`src/rtl/kic_pkg.sv`:
```
`default_nettype none

package kic_pkg;

    localparam int VALUE_WIDTH = 32;
    localparam int CNT_WIDTH   = $clog2(VALUE_WIDTH + 1);

    typedef logic [VALUE_WIDTH-1:0] value_t;
    typedef logic [CNT_WIDTH-1:0]   count_t;

    typedef enum logic [1:0] {
        KEY_DIGIT    = 2'd0,
        KEY_OPERATOR = 2'd1,
        KEY_EQUALS   = 2'd2,
        KEY_CLEAR    = 2'd3
    } key_kind_t;

    typedef enum logic [2:0] {
        OP_NONE = 3'd0,
        OP_ADD  = 3'd1,
        OP_SUB  = 3'd2,
        OP_MUL  = 3'd3,
        OP_DIV  = 3'd4
    } op_t;

    localparam logic [3:0] MAX_DIGIT = 4'd9;

    typedef struct packed {
        logic [1:0] cmd;
        logic [3:0] digit;
        logic [1:0] operator_code;
    } key_t;

    typedef struct packed {
        logic signed [31:0] display_value;
        logic [2:0]         pending_operator;
    } disp_t;

    typedef struct packed {
        logic   start;
        op_t    op;
        value_t a;
        value_t b;
    } alu_req_t;

    typedef struct packed {
        logic   done;
        value_t result;
    } alu_resp_t;

    function automatic logic signed [31:0] to_display(value_t v);
        logic signed [63:0] wide;
        wide = 64'(signed'(v));
        return wide[31:0];
    endfunction

endpackage

`default_nettype wire

```
`src/rtl/keypad_integer_calculator_unit.sv`:
```
// Keypad calculator: one key request in, one display request out.
// Key channel (key_valid/key_stall/key): digit, operator, equals or clear.
// Display channel (disp_valid/disp_stall/disp): shown value and pending
// operator, one request per accepted key, in key order.
// Digit, operator and clear keys: the result is registered first, then
// moved into the output register before the next key is taken.
// Equals runs on a shared adder under a small sequencer:
//   add, subtract, no operator: one pass through the adder
//   multiply: shift-add, one bit per cycle
//   divide: two magnitude steps, restoring division one bit per cycle,
//   sign fix; divide by zero skips straight to the finish state
// The next key is taken once the result is in the output register.
// key_stall is high while a key is in work. While disp_stall holds the
// output register full, a finished result waits and no key is taken.
// Reset clears the operands, operator, flags and display to zero and
// empties the output register.
`default_nettype none

module keypad_integer_calculator_unit (
    input  wire logic           clk,
    input  wire logic           rst_n,
    input  wire logic           key_valid,
    output logic                key_stall,
    input  wire kic_pkg::key_t  key,
    output logic                disp_valid,
    input  wire logic           disp_stall,
    output kic_pkg::disp_t      disp
);

    typedef enum logic [2:0] {
        S_IDLE = 3'b001,
        S_CALC = 3'b010,
        S_POST = 3'b100
    } top_state_t;

    top_state_t      state_reg, state_next;
    kic_pkg::value_t first_reg, first_next;
    kic_pkg::value_t second_reg, second_next;
    kic_pkg::value_t shown_reg, shown_next;
    kic_pkg::op_t    pend_reg, pend_next;
    logic            entering_reg, entering_next;
    logic            result_reg, result_next;
    logic            disp_valid_reg, disp_valid_next;
    kic_pkg::disp_t  disp_reg, disp_next;

    kic_pkg::alu_req_t  alu_req;
    kic_pkg::alu_resp_t alu_resp;

    logic            key_fire;
    logic            digit_entering;
    kic_pkg::value_t digit_base;
    kic_pkg::value_t digit_value;

    kic_alu u_alu (
        .clk  (clk),
        .rst_n(rst_n),
        .req  (alu_req),
        .resp (alu_resp)
    );

    assign key_stall = (state_reg != S_IDLE);
    assign key_fire  = key_valid && !key_stall;

    assign digit_entering = entering_reg && !result_reg;
    assign digit_base     = result_reg ? '0 : (entering_reg ? second_reg : first_reg);
    assign digit_value    = (digit_base << 3) + (digit_base << 1)
                          + kic_pkg::value_t'(key.digit);

    assign alu_req.start = key_fire && (key.cmd == kic_pkg::KEY_EQUALS);
    assign alu_req.op    = pend_reg;
    assign alu_req.a     = first_reg;
    assign alu_req.b     = second_reg;

    always_comb
    begin
        state_next      = state_reg;
        first_next      = first_reg;
        second_next     = second_reg;
        shown_next      = shown_reg;
        pend_next       = pend_reg;
        entering_next   = entering_reg;
        result_next     = result_reg;
        disp_valid_next = disp_valid_reg && disp_stall;
        disp_next       = disp_reg;
        unique case (state_reg)
            S_IDLE:
            begin
                if (key_fire)
                begin
                    state_next = S_POST;
                    case (key.cmd)
                        kic_pkg::KEY_DIGIT:
                        begin
                            if (key.digit <= kic_pkg::MAX_DIGIT)
                            begin
                                if (result_reg)
                                begin
                                    pend_next   = kic_pkg::OP_NONE;
                                    result_next = 1'b0;
                                end
                                entering_next = digit_entering;
                                if (digit_entering)
                                begin
                                    second_next = digit_value;
                                end
                                else
                                begin
                                    first_next  = digit_value;
                                    second_next = result_reg ? '0 : second_reg;
                                end
                                shown_next = digit_value;
                            end
                        end
                        kic_pkg::KEY_OPERATOR:
                        begin
                            pend_next     = kic_pkg::op_t'(3'(key.operator_code) + 3'd1);
                            entering_next = 1'b1;
                            second_next   = '0;
                            result_next   = 1'b0;
                        end
                        kic_pkg::KEY_EQUALS:
                        begin
                            state_next = S_CALC;
                        end
                        default:
                        begin
                            first_next    = '0;
                            second_next   = '0;
                            shown_next    = '0;
                            pend_next     = kic_pkg::OP_NONE;
                            entering_next = 1'b0;
                            result_next   = 1'b0;
                        end
                    endcase
                end
            end
            S_CALC:
            begin
                if (alu_resp.done)
                begin
                    first_next    = alu_resp.result;
                    shown_next    = alu_resp.result;
                    result_next   = 1'b1;
                    entering_next = 1'b0;
                    state_next    = S_POST;
                end
            end
            S_POST:
            begin
                if (!disp_valid_reg || !disp_stall)
                begin
                    disp_valid_next            = 1'b1;
                    disp_next.display_value    = kic_pkg::to_display(shown_reg);
                    disp_next.pending_operator = pend_reg;
                    state_next                 = S_IDLE;
                end
            end
            default:
            begin
                state_next = S_IDLE;
            end
        endcase
    end

    always_ff @(posedge clk or negedge rst_n)
    begin
        if (!rst_n)
        begin
            state_reg      <= S_IDLE;
            first_reg      <= '0;
            second_reg     <= '0;
            shown_reg      <= '0;
            pend_reg       <= kic_pkg::OP_NONE;
            entering_reg   <= 1'b0;
            result_reg     <= 1'b0;
            disp_valid_reg <= 1'b0;
        end
        else
        begin
            state_reg      <= state_next;
            first_reg      <= first_next;
            second_reg     <= second_next;
            shown_reg      <= shown_next;
            pend_reg       <= pend_next;
            entering_reg   <= entering_next;
            result_reg     <= result_next;
            disp_valid_reg <= disp_valid_next;
        end
    end

    always_ff @(posedge clk)
    begin
        disp_reg <= disp_next;
    end

    assign disp_valid = disp_valid_reg;
    assign disp       = disp_reg;

endmodule

`default_nettype wire

```
`src/rtl/kic_alu.sv`:
```
`default_nettype none

module kic_alu (
    input  wire logic                clk,
    input  wire logic                rst_n,
    input  wire kic_pkg::alu_req_t   req,
    output kic_pkg::alu_resp_t       resp
);

    typedef enum logic [7:0] {
        A_IDLE = 8'b0000_0001,
        A_ADD  = 8'b0000_0010,
        A_MUL  = 8'b0000_0100,
        A_ABSA = 8'b0000_1000,
        A_ABSB = 8'b0001_0000,
        A_DIV  = 8'b0010_0000,
        A_NEG  = 8'b0100_0000,
        A_FIN  = 8'b1000_0000
    } alu_state_t;

    typedef logic [kic_pkg::VALUE_WIDTH:0]   operand_t;
    typedef logic [kic_pkg::VALUE_WIDTH+1:0] sum_t;

    alu_state_t      state_reg, state_next;
    kic_pkg::value_t acc_reg, acc_next;
    kic_pkg::value_t x_reg, x_next;
    kic_pkg::value_t y_reg, y_next;
    kic_pkg::count_t cnt_reg, cnt_next;
    kic_pkg::op_t    op_reg, op_next;
    logic            neg_reg, neg_next;

    operand_t add_x, add_y;
    logic     add_cin;
    sum_t     sum;
    logic     x_msb;
    logic     y_msb;

    assign x_msb = x_reg[kic_pkg::VALUE_WIDTH-1];
    assign y_msb = y_reg[kic_pkg::VALUE_WIDTH-1];

    // single shared adder
    always_comb
    begin
        add_x   = '0;
        add_y   = '0;
        add_cin = 1'b0;
        unique case (state_reg)
            A_ADD:
            begin
                add_x = operand_t'(x_reg);
                if (op_reg == kic_pkg::OP_SUB)
                begin
                    add_y   = ~operand_t'(y_reg);
                    add_cin = 1'b1;
                end
                else if (op_reg == kic_pkg::OP_ADD)
                begin
                    add_y = operand_t'(y_reg);
                end
            end
            A_MUL:
            begin
                add_x = operand_t'(acc_reg);
                add_y = y_reg[0] ? operand_t'(x_reg) : '0;
            end
            A_ABSA:
            begin
                add_y   = x_msb ? ~operand_t'(x_reg) : operand_t'(x_reg);
                add_cin = x_msb;
            end
            A_ABSB:
            begin
                add_y   = y_msb ? ~operand_t'(y_reg) : operand_t'(y_reg);
                add_cin = y_msb;
            end
            A_DIV:
            begin
                add_x   = {acc_reg, x_msb};
                add_y   = ~operand_t'(y_reg);
                add_cin = 1'b1;
            end
            A_NEG:
            begin
                add_y   = neg_reg ? ~operand_t'(x_reg) : operand_t'(x_reg);
                add_cin = neg_reg;
            end
            A_IDLE, A_FIN:
            begin
            end
            default:
            begin
            end
        endcase
        sum = sum_t'(add_x) + sum_t'(add_y) + sum_t'(add_cin);
    end

    always_comb
    begin
        state_next = state_reg;
        acc_next   = acc_reg;
        x_next     = x_reg;
        y_next     = y_reg;
        cnt_next   = cnt_reg;
        op_next    = op_reg;
        neg_next   = neg_reg;
        unique case (state_reg)
            A_IDLE:
            begin
                if (req.start)
                begin
                    x_next   = req.a;
                    y_next   = req.b;
                    acc_next = '0;
                    op_next  = req.op;
                    cnt_next = kic_pkg::count_t'(kic_pkg::VALUE_WIDTH);
                    neg_next = req.a[kic_pkg::VALUE_WIDTH-1] ^ req.b[kic_pkg::VALUE_WIDTH-1];
                    case (req.op)
                        kic_pkg::OP_MUL:
                        begin
                            state_next = A_MUL;
                        end
                        kic_pkg::OP_DIV:
                        begin
                            if (req.b == '0)
                            begin
                                acc_next   = req.a;
                                state_next = A_FIN;
                            end
                            else
                            begin
                                state_next = A_ABSA;
                            end
                        end
                        default:
                        begin
                            state_next = A_ADD;
                        end
                    endcase
                end
            end
            A_ADD:
            begin
                acc_next   = sum[kic_pkg::VALUE_WIDTH-1:0];
                state_next = A_FIN;
            end
            A_MUL:
            begin
                acc_next = sum[kic_pkg::VALUE_WIDTH-1:0];
                x_next   = {x_reg[kic_pkg::VALUE_WIDTH-2:0], 1'b0};
                y_next   = {1'b0, y_reg[kic_pkg::VALUE_WIDTH-1:1]};
                cnt_next = cnt_reg - kic_pkg::count_t'(1);
                if (cnt_reg == kic_pkg::count_t'(1))
                begin
                    state_next = A_FIN;
                end
            end
            A_ABSA:
            begin
                x_next     = sum[kic_pkg::VALUE_WIDTH-1:0];
                state_next = A_ABSB;
            end
            A_ABSB:
            begin
                y_next     = sum[kic_pkg::VALUE_WIDTH-1:0];
                state_next = A_DIV;
            end
            A_DIV:
            begin
                // carry out set: trial subtract did not borrow
                if (sum[kic_pkg::VALUE_WIDTH+1])
                begin
                    acc_next = sum[kic_pkg::VALUE_WIDTH-1:0];
                    x_next   = {x_reg[kic_pkg::VALUE_WIDTH-2:0], 1'b1};
                end
                else
                begin
                    acc_next = {acc_reg[kic_pkg::VALUE_WIDTH-2:0], x_msb};
                    x_next   = {x_reg[kic_pkg::VALUE_WIDTH-2:0], 1'b0};
                end
                cnt_next = cnt_reg - kic_pkg::count_t'(1);
                if (cnt_reg == kic_pkg::count_t'(1))
                begin
                    state_next = A_NEG;
                end
            end
            A_NEG:
            begin
                acc_next   = sum[kic_pkg::VALUE_WIDTH-1:0];
                state_next = A_FIN;
            end
            A_FIN:
            begin
                state_next = A_IDLE;
            end
            default:
            begin
                state_next = A_IDLE;
            end
        endcase
    end

    always_ff @(posedge clk or negedge rst_n)
    begin
        if (!rst_n)
        begin
            state_reg <= A_IDLE;
        end
        else
        begin
            state_reg <= state_next;
        end
    end

    always_ff @(posedge clk)
    begin
        acc_reg <= acc_next;
        x_reg   <= x_next;
        y_reg   <= y_next;
        cnt_reg <= cnt_next;
        op_reg  <= op_next;
        neg_reg <= neg_next;
    end

    assign resp.done   = (state_reg == A_FIN);
    assign resp.result = acc_reg;

endmodule

`default_nettype wire

```
`config.mk`:
```
export PLATFORM = sky130hd
export DESIGN_NAME = keypad_integer_calculator_unit
export DESIGN_NICKNAME = d
export VERILOG_FILES = /design/src/rtl/kic_pkg.sv /design/src/rtl/keypad_integer_calculator_unit.sv /design/src/rtl/kic_alu.sv
export SDC_FILE = /design/constraint.sdc
export NUM_CORES = 1
export LEC_CHECK = 0
export BUFFER_PORTS_ARGS = -buffer_cell sky130_fd_sc_hd__buf_2
export CAP_MARGIN = 5
export CORE_MARGIN = 1
export CORE_UTILIZATION = 38
export DETAILED_ROUTE_END_ITERATION = 8
export REMOVE_ABC_BUFFERS = 1
export SYNTH_ARGS = -nofsm -noshare
export SYNTH_HDL_FRONTEND = slang
export SYNTH_SLANG_ARGS = --single-unit
```
`constraint.sdc`:
```
create_clock -name clk -period 10.13 [get_ports clk]
set_clock_uncertainty 0.1 [all_clocks]
set_input_delay 2.026 -clock clk [delete_from_list [all_inputs] [get_ports clk]]
set_output_delay 2.026 -clock clk [all_outputs]
set_load 0.01 [all_outputs]
```
==> results.tsv <==
metric	value	unit
vias post-DR	14500	
Buffers on Ports	48	
FF+latch count, synth	254	
Post-CTS Setup Inserts	0	
Fin. Hold Viols	0	
Yosys Warn Count	0	
number of global-route vias before repair	13900	
DR vias/cell	6.09	
DP HPWL	39.1	mm
Skew-Pair Late Insertion Delay	0.56	ns
Final Slew Violations	0	
htree depth	1	
Internal	3150	uW
Total GRT Usage	23.3	%
die area	45000	sq um
final worst-path cycle share	59.3	%
mapped cell area	16800	sq um
GRT busiest layer	met1	
Final Instance Count excl. Fillers	2384	
DRC errors left	0	
critical path class	reg -> reg	
max_slew headroom	19.3	%
Final setup violation count	0	
P per Cell Area	301	nW/um^2
final WL	52.5	mm
layout cells sized above 1	9.62	%
number of flip-flops in the largest register	35	
Area growth, synth to finish	10.8	%
CTS root buffer	clkbuf_16	
Net Sw Frac	43.7	%
Cells after DPL	2332	
fraction of registers with async set/reset	44.5	%
Mapped Cells	1774	
Worst VDD drop	261	uV
Die Y	212	um
M3 GR Usage	3.38	%
setup TNS	0	ns
RePlAce Congestion	0.926	
first-pass GRT wire length	81.4	mm
antenna violations before repair	0	
clock sinks	254	
LEAKAGE	0.00791	uW
CP max FO	35	
met2 Use GR	34.8	%
Iter 0 DRT Violations	1498	
# rows	76	
min Tclk post-route	6.00	ns
Die W	212	um
Resize count post-CTS	0	
RSZ-0062 raised after global routing	no	
Nets	1889	
Max Root-Sink Buffers	3	
Critical Path AT	6.21	ns
Post-synth EDFFs	141	
CTS buffer count	28	
ANT nets after route	0	
crit end category	flop	
outcome	finished clean	
min-delay worst type	reg -> reg	
fmax	167	MHz
syn_area_per_cell	9.47	sq um
cts hold-fix bufs	0	
largest net degree at the start of global routing	69	
Seq/Total Area, Yosys	42.1	%
most common cell after layout, fill and taps aside	nand2_1	
Worst Tran Pin Value	1.21	ns
commonest non-fill, non-tap cells in the layout	194 x nand2_1, 182 x nor2_1, 141 x edfxtp_1	
CTS tree	done	
core box area	43400	sq um
Combinational Power Share	49.5	%
Initial Util	38.7	%
sequential share of power	30.8	%
GRT Residual Overflow	0	
library cells used by synthesis	86	
wire per inst	22.0	um
Reg clk slew, reported paths	0.06	ns
# IOs	49	
met1 Usage GRT	34.9	%
switching power	2450	uW
Worst EP required	10.34	ns
Clock power frac	19.7	%
antenna cells	0	
MaxCap Viol Count	0	
drt pass-1 iters	5	
type of element launching the critical path	flop	
Synth Flop Type	edfxtp_1	
metal layers:
metal / vias up / routed length (um)
met5: - / 0
met1: 7049 / 24400
met4: 0 / 1020
met2: 673 / 22400
li1: 6712 / -
met3: 74 / 4720
synthesized netlist by cell type (all sizes together) (13+ instances only):
cell    count  area, sq um
nand2     194          728
nor2      186          698
edfxtp    141         4230
a21oi     139          707
o21ai     125          641
dfrtp     111         2780
a22oi     103          773
ha         96         1200
clkbuf     66          248
mux2i      60          601
inv        47          176
a21o       39          293
o211ai     39          298
buf        37          195
xnor2      37          324
a22o       28          245
nand3      23          115
nor3       20          110
and3       17          106
xor2       17          149
nor4       15          115
a31oi      14         93.8
a222oi     13          130
a32oi      13          114
mux2       13          154
o21a       13         97.6
final timing paths:
check,endpoint,slack [ns],depth (start not counted),startpoint
setup / recovery,u_alu.acc_reg[30]$_DFFE_PP_,4.13,17,u_alu.state_reg[5]$_DFFE_PN0P_
hold / removal,disp[28]$_DFFE_PP_,0.35,0,shown_reg[25]$_DFFE_PN0P_
setup reg to reg,u_alu.acc_reg[30]$_DFFE_PP_,4.13,17,u_alu.state_reg[5]$_DFFE_PN0P_
hold reg to reg,disp[28]$_DFFE_PP_,0.35,0,shown_reg[25]$_DFFE_PN0P_
max in group asynchronous,entering_reg$_DFFE_PN0P_,7.17,2,rst_n
min in group asynchronous,disp_valid$_DFF_PN0_,1.38,1,rst_n
kinds of logic after synthesis:
family	share of synthesized area (%)
AO/OA/AOI/OAI	24.6
AND/OR/NAND/NOR	14.7
flip-flops	42.1
buffers and inverters	3.69
adder cells (fa/ha/maj)	7.63
multiplexers	4.49
XOR/XNOR	2.82
through the flow:
| stage | util [%] | power [uW] | area, sq um | worst slack [ns] | hold slack [ns] |
|---|---|---|---|---|---|
| after CTS | 42.9 | 5570 | 18600 | 4.15 | 0.345 |
| after global routing | 42.9 | 5960 | 18600 | 3.75 | 0.352 |
| after floorplan | - | 3640 | 16400 | 4.20 | 0.319 |
| after global placement | 40.6 | 4400 | 17600 | 4.28 | 0.326 |
| final | 42.9 | 5600 | 18600 | 4.13 | 0.345 |
| after detailed placement | 40.6 | 4460 | 17600 | 4.15 | 0.331 |
worst max-delay path, stage by stage (launching register included):
cell and delay [ns]:
dfrtp_1 0.47, or4_4 0.56, nor3_2 0.18, nand3b_1 0.73, o21ai_2 0.36, buf_4 0.36
mux2i_1 0.15, nand2_1 0.14, ha_1 0.25, a21o_1 0.16, and4_1 0.23, o21ai_2 0.20
o221ai_2 0.24, a32o_1 0.30, a21oi_4 0.11, buf_4 0.44, o21ai_1 0.27, a221o_1 0.42
power by group through the flow:
stage                     registers [uW]  logic (uW)  clock network [uW]
after CTS                           1710        2740                1120
after floorplan                     1630        2010                   0
final                               1730        2770                1100
after detailed placement            1730        2730                   0
after global routing                1750        3060                1160
after global placement              1720        2680                   0
cell type report:
class / count / area (sq um)
fillers: 4231 / 24800
multi-input cells: 1370 / 9180
flip-flops and latches: 254 / 7070
clock buffers: 45 / 890
well taps: 585 / 732
repair buffers: 76 / 453
inverters: 47 / 176
clock inverters: 7 / 118
(Power assumes the default switching activity.)
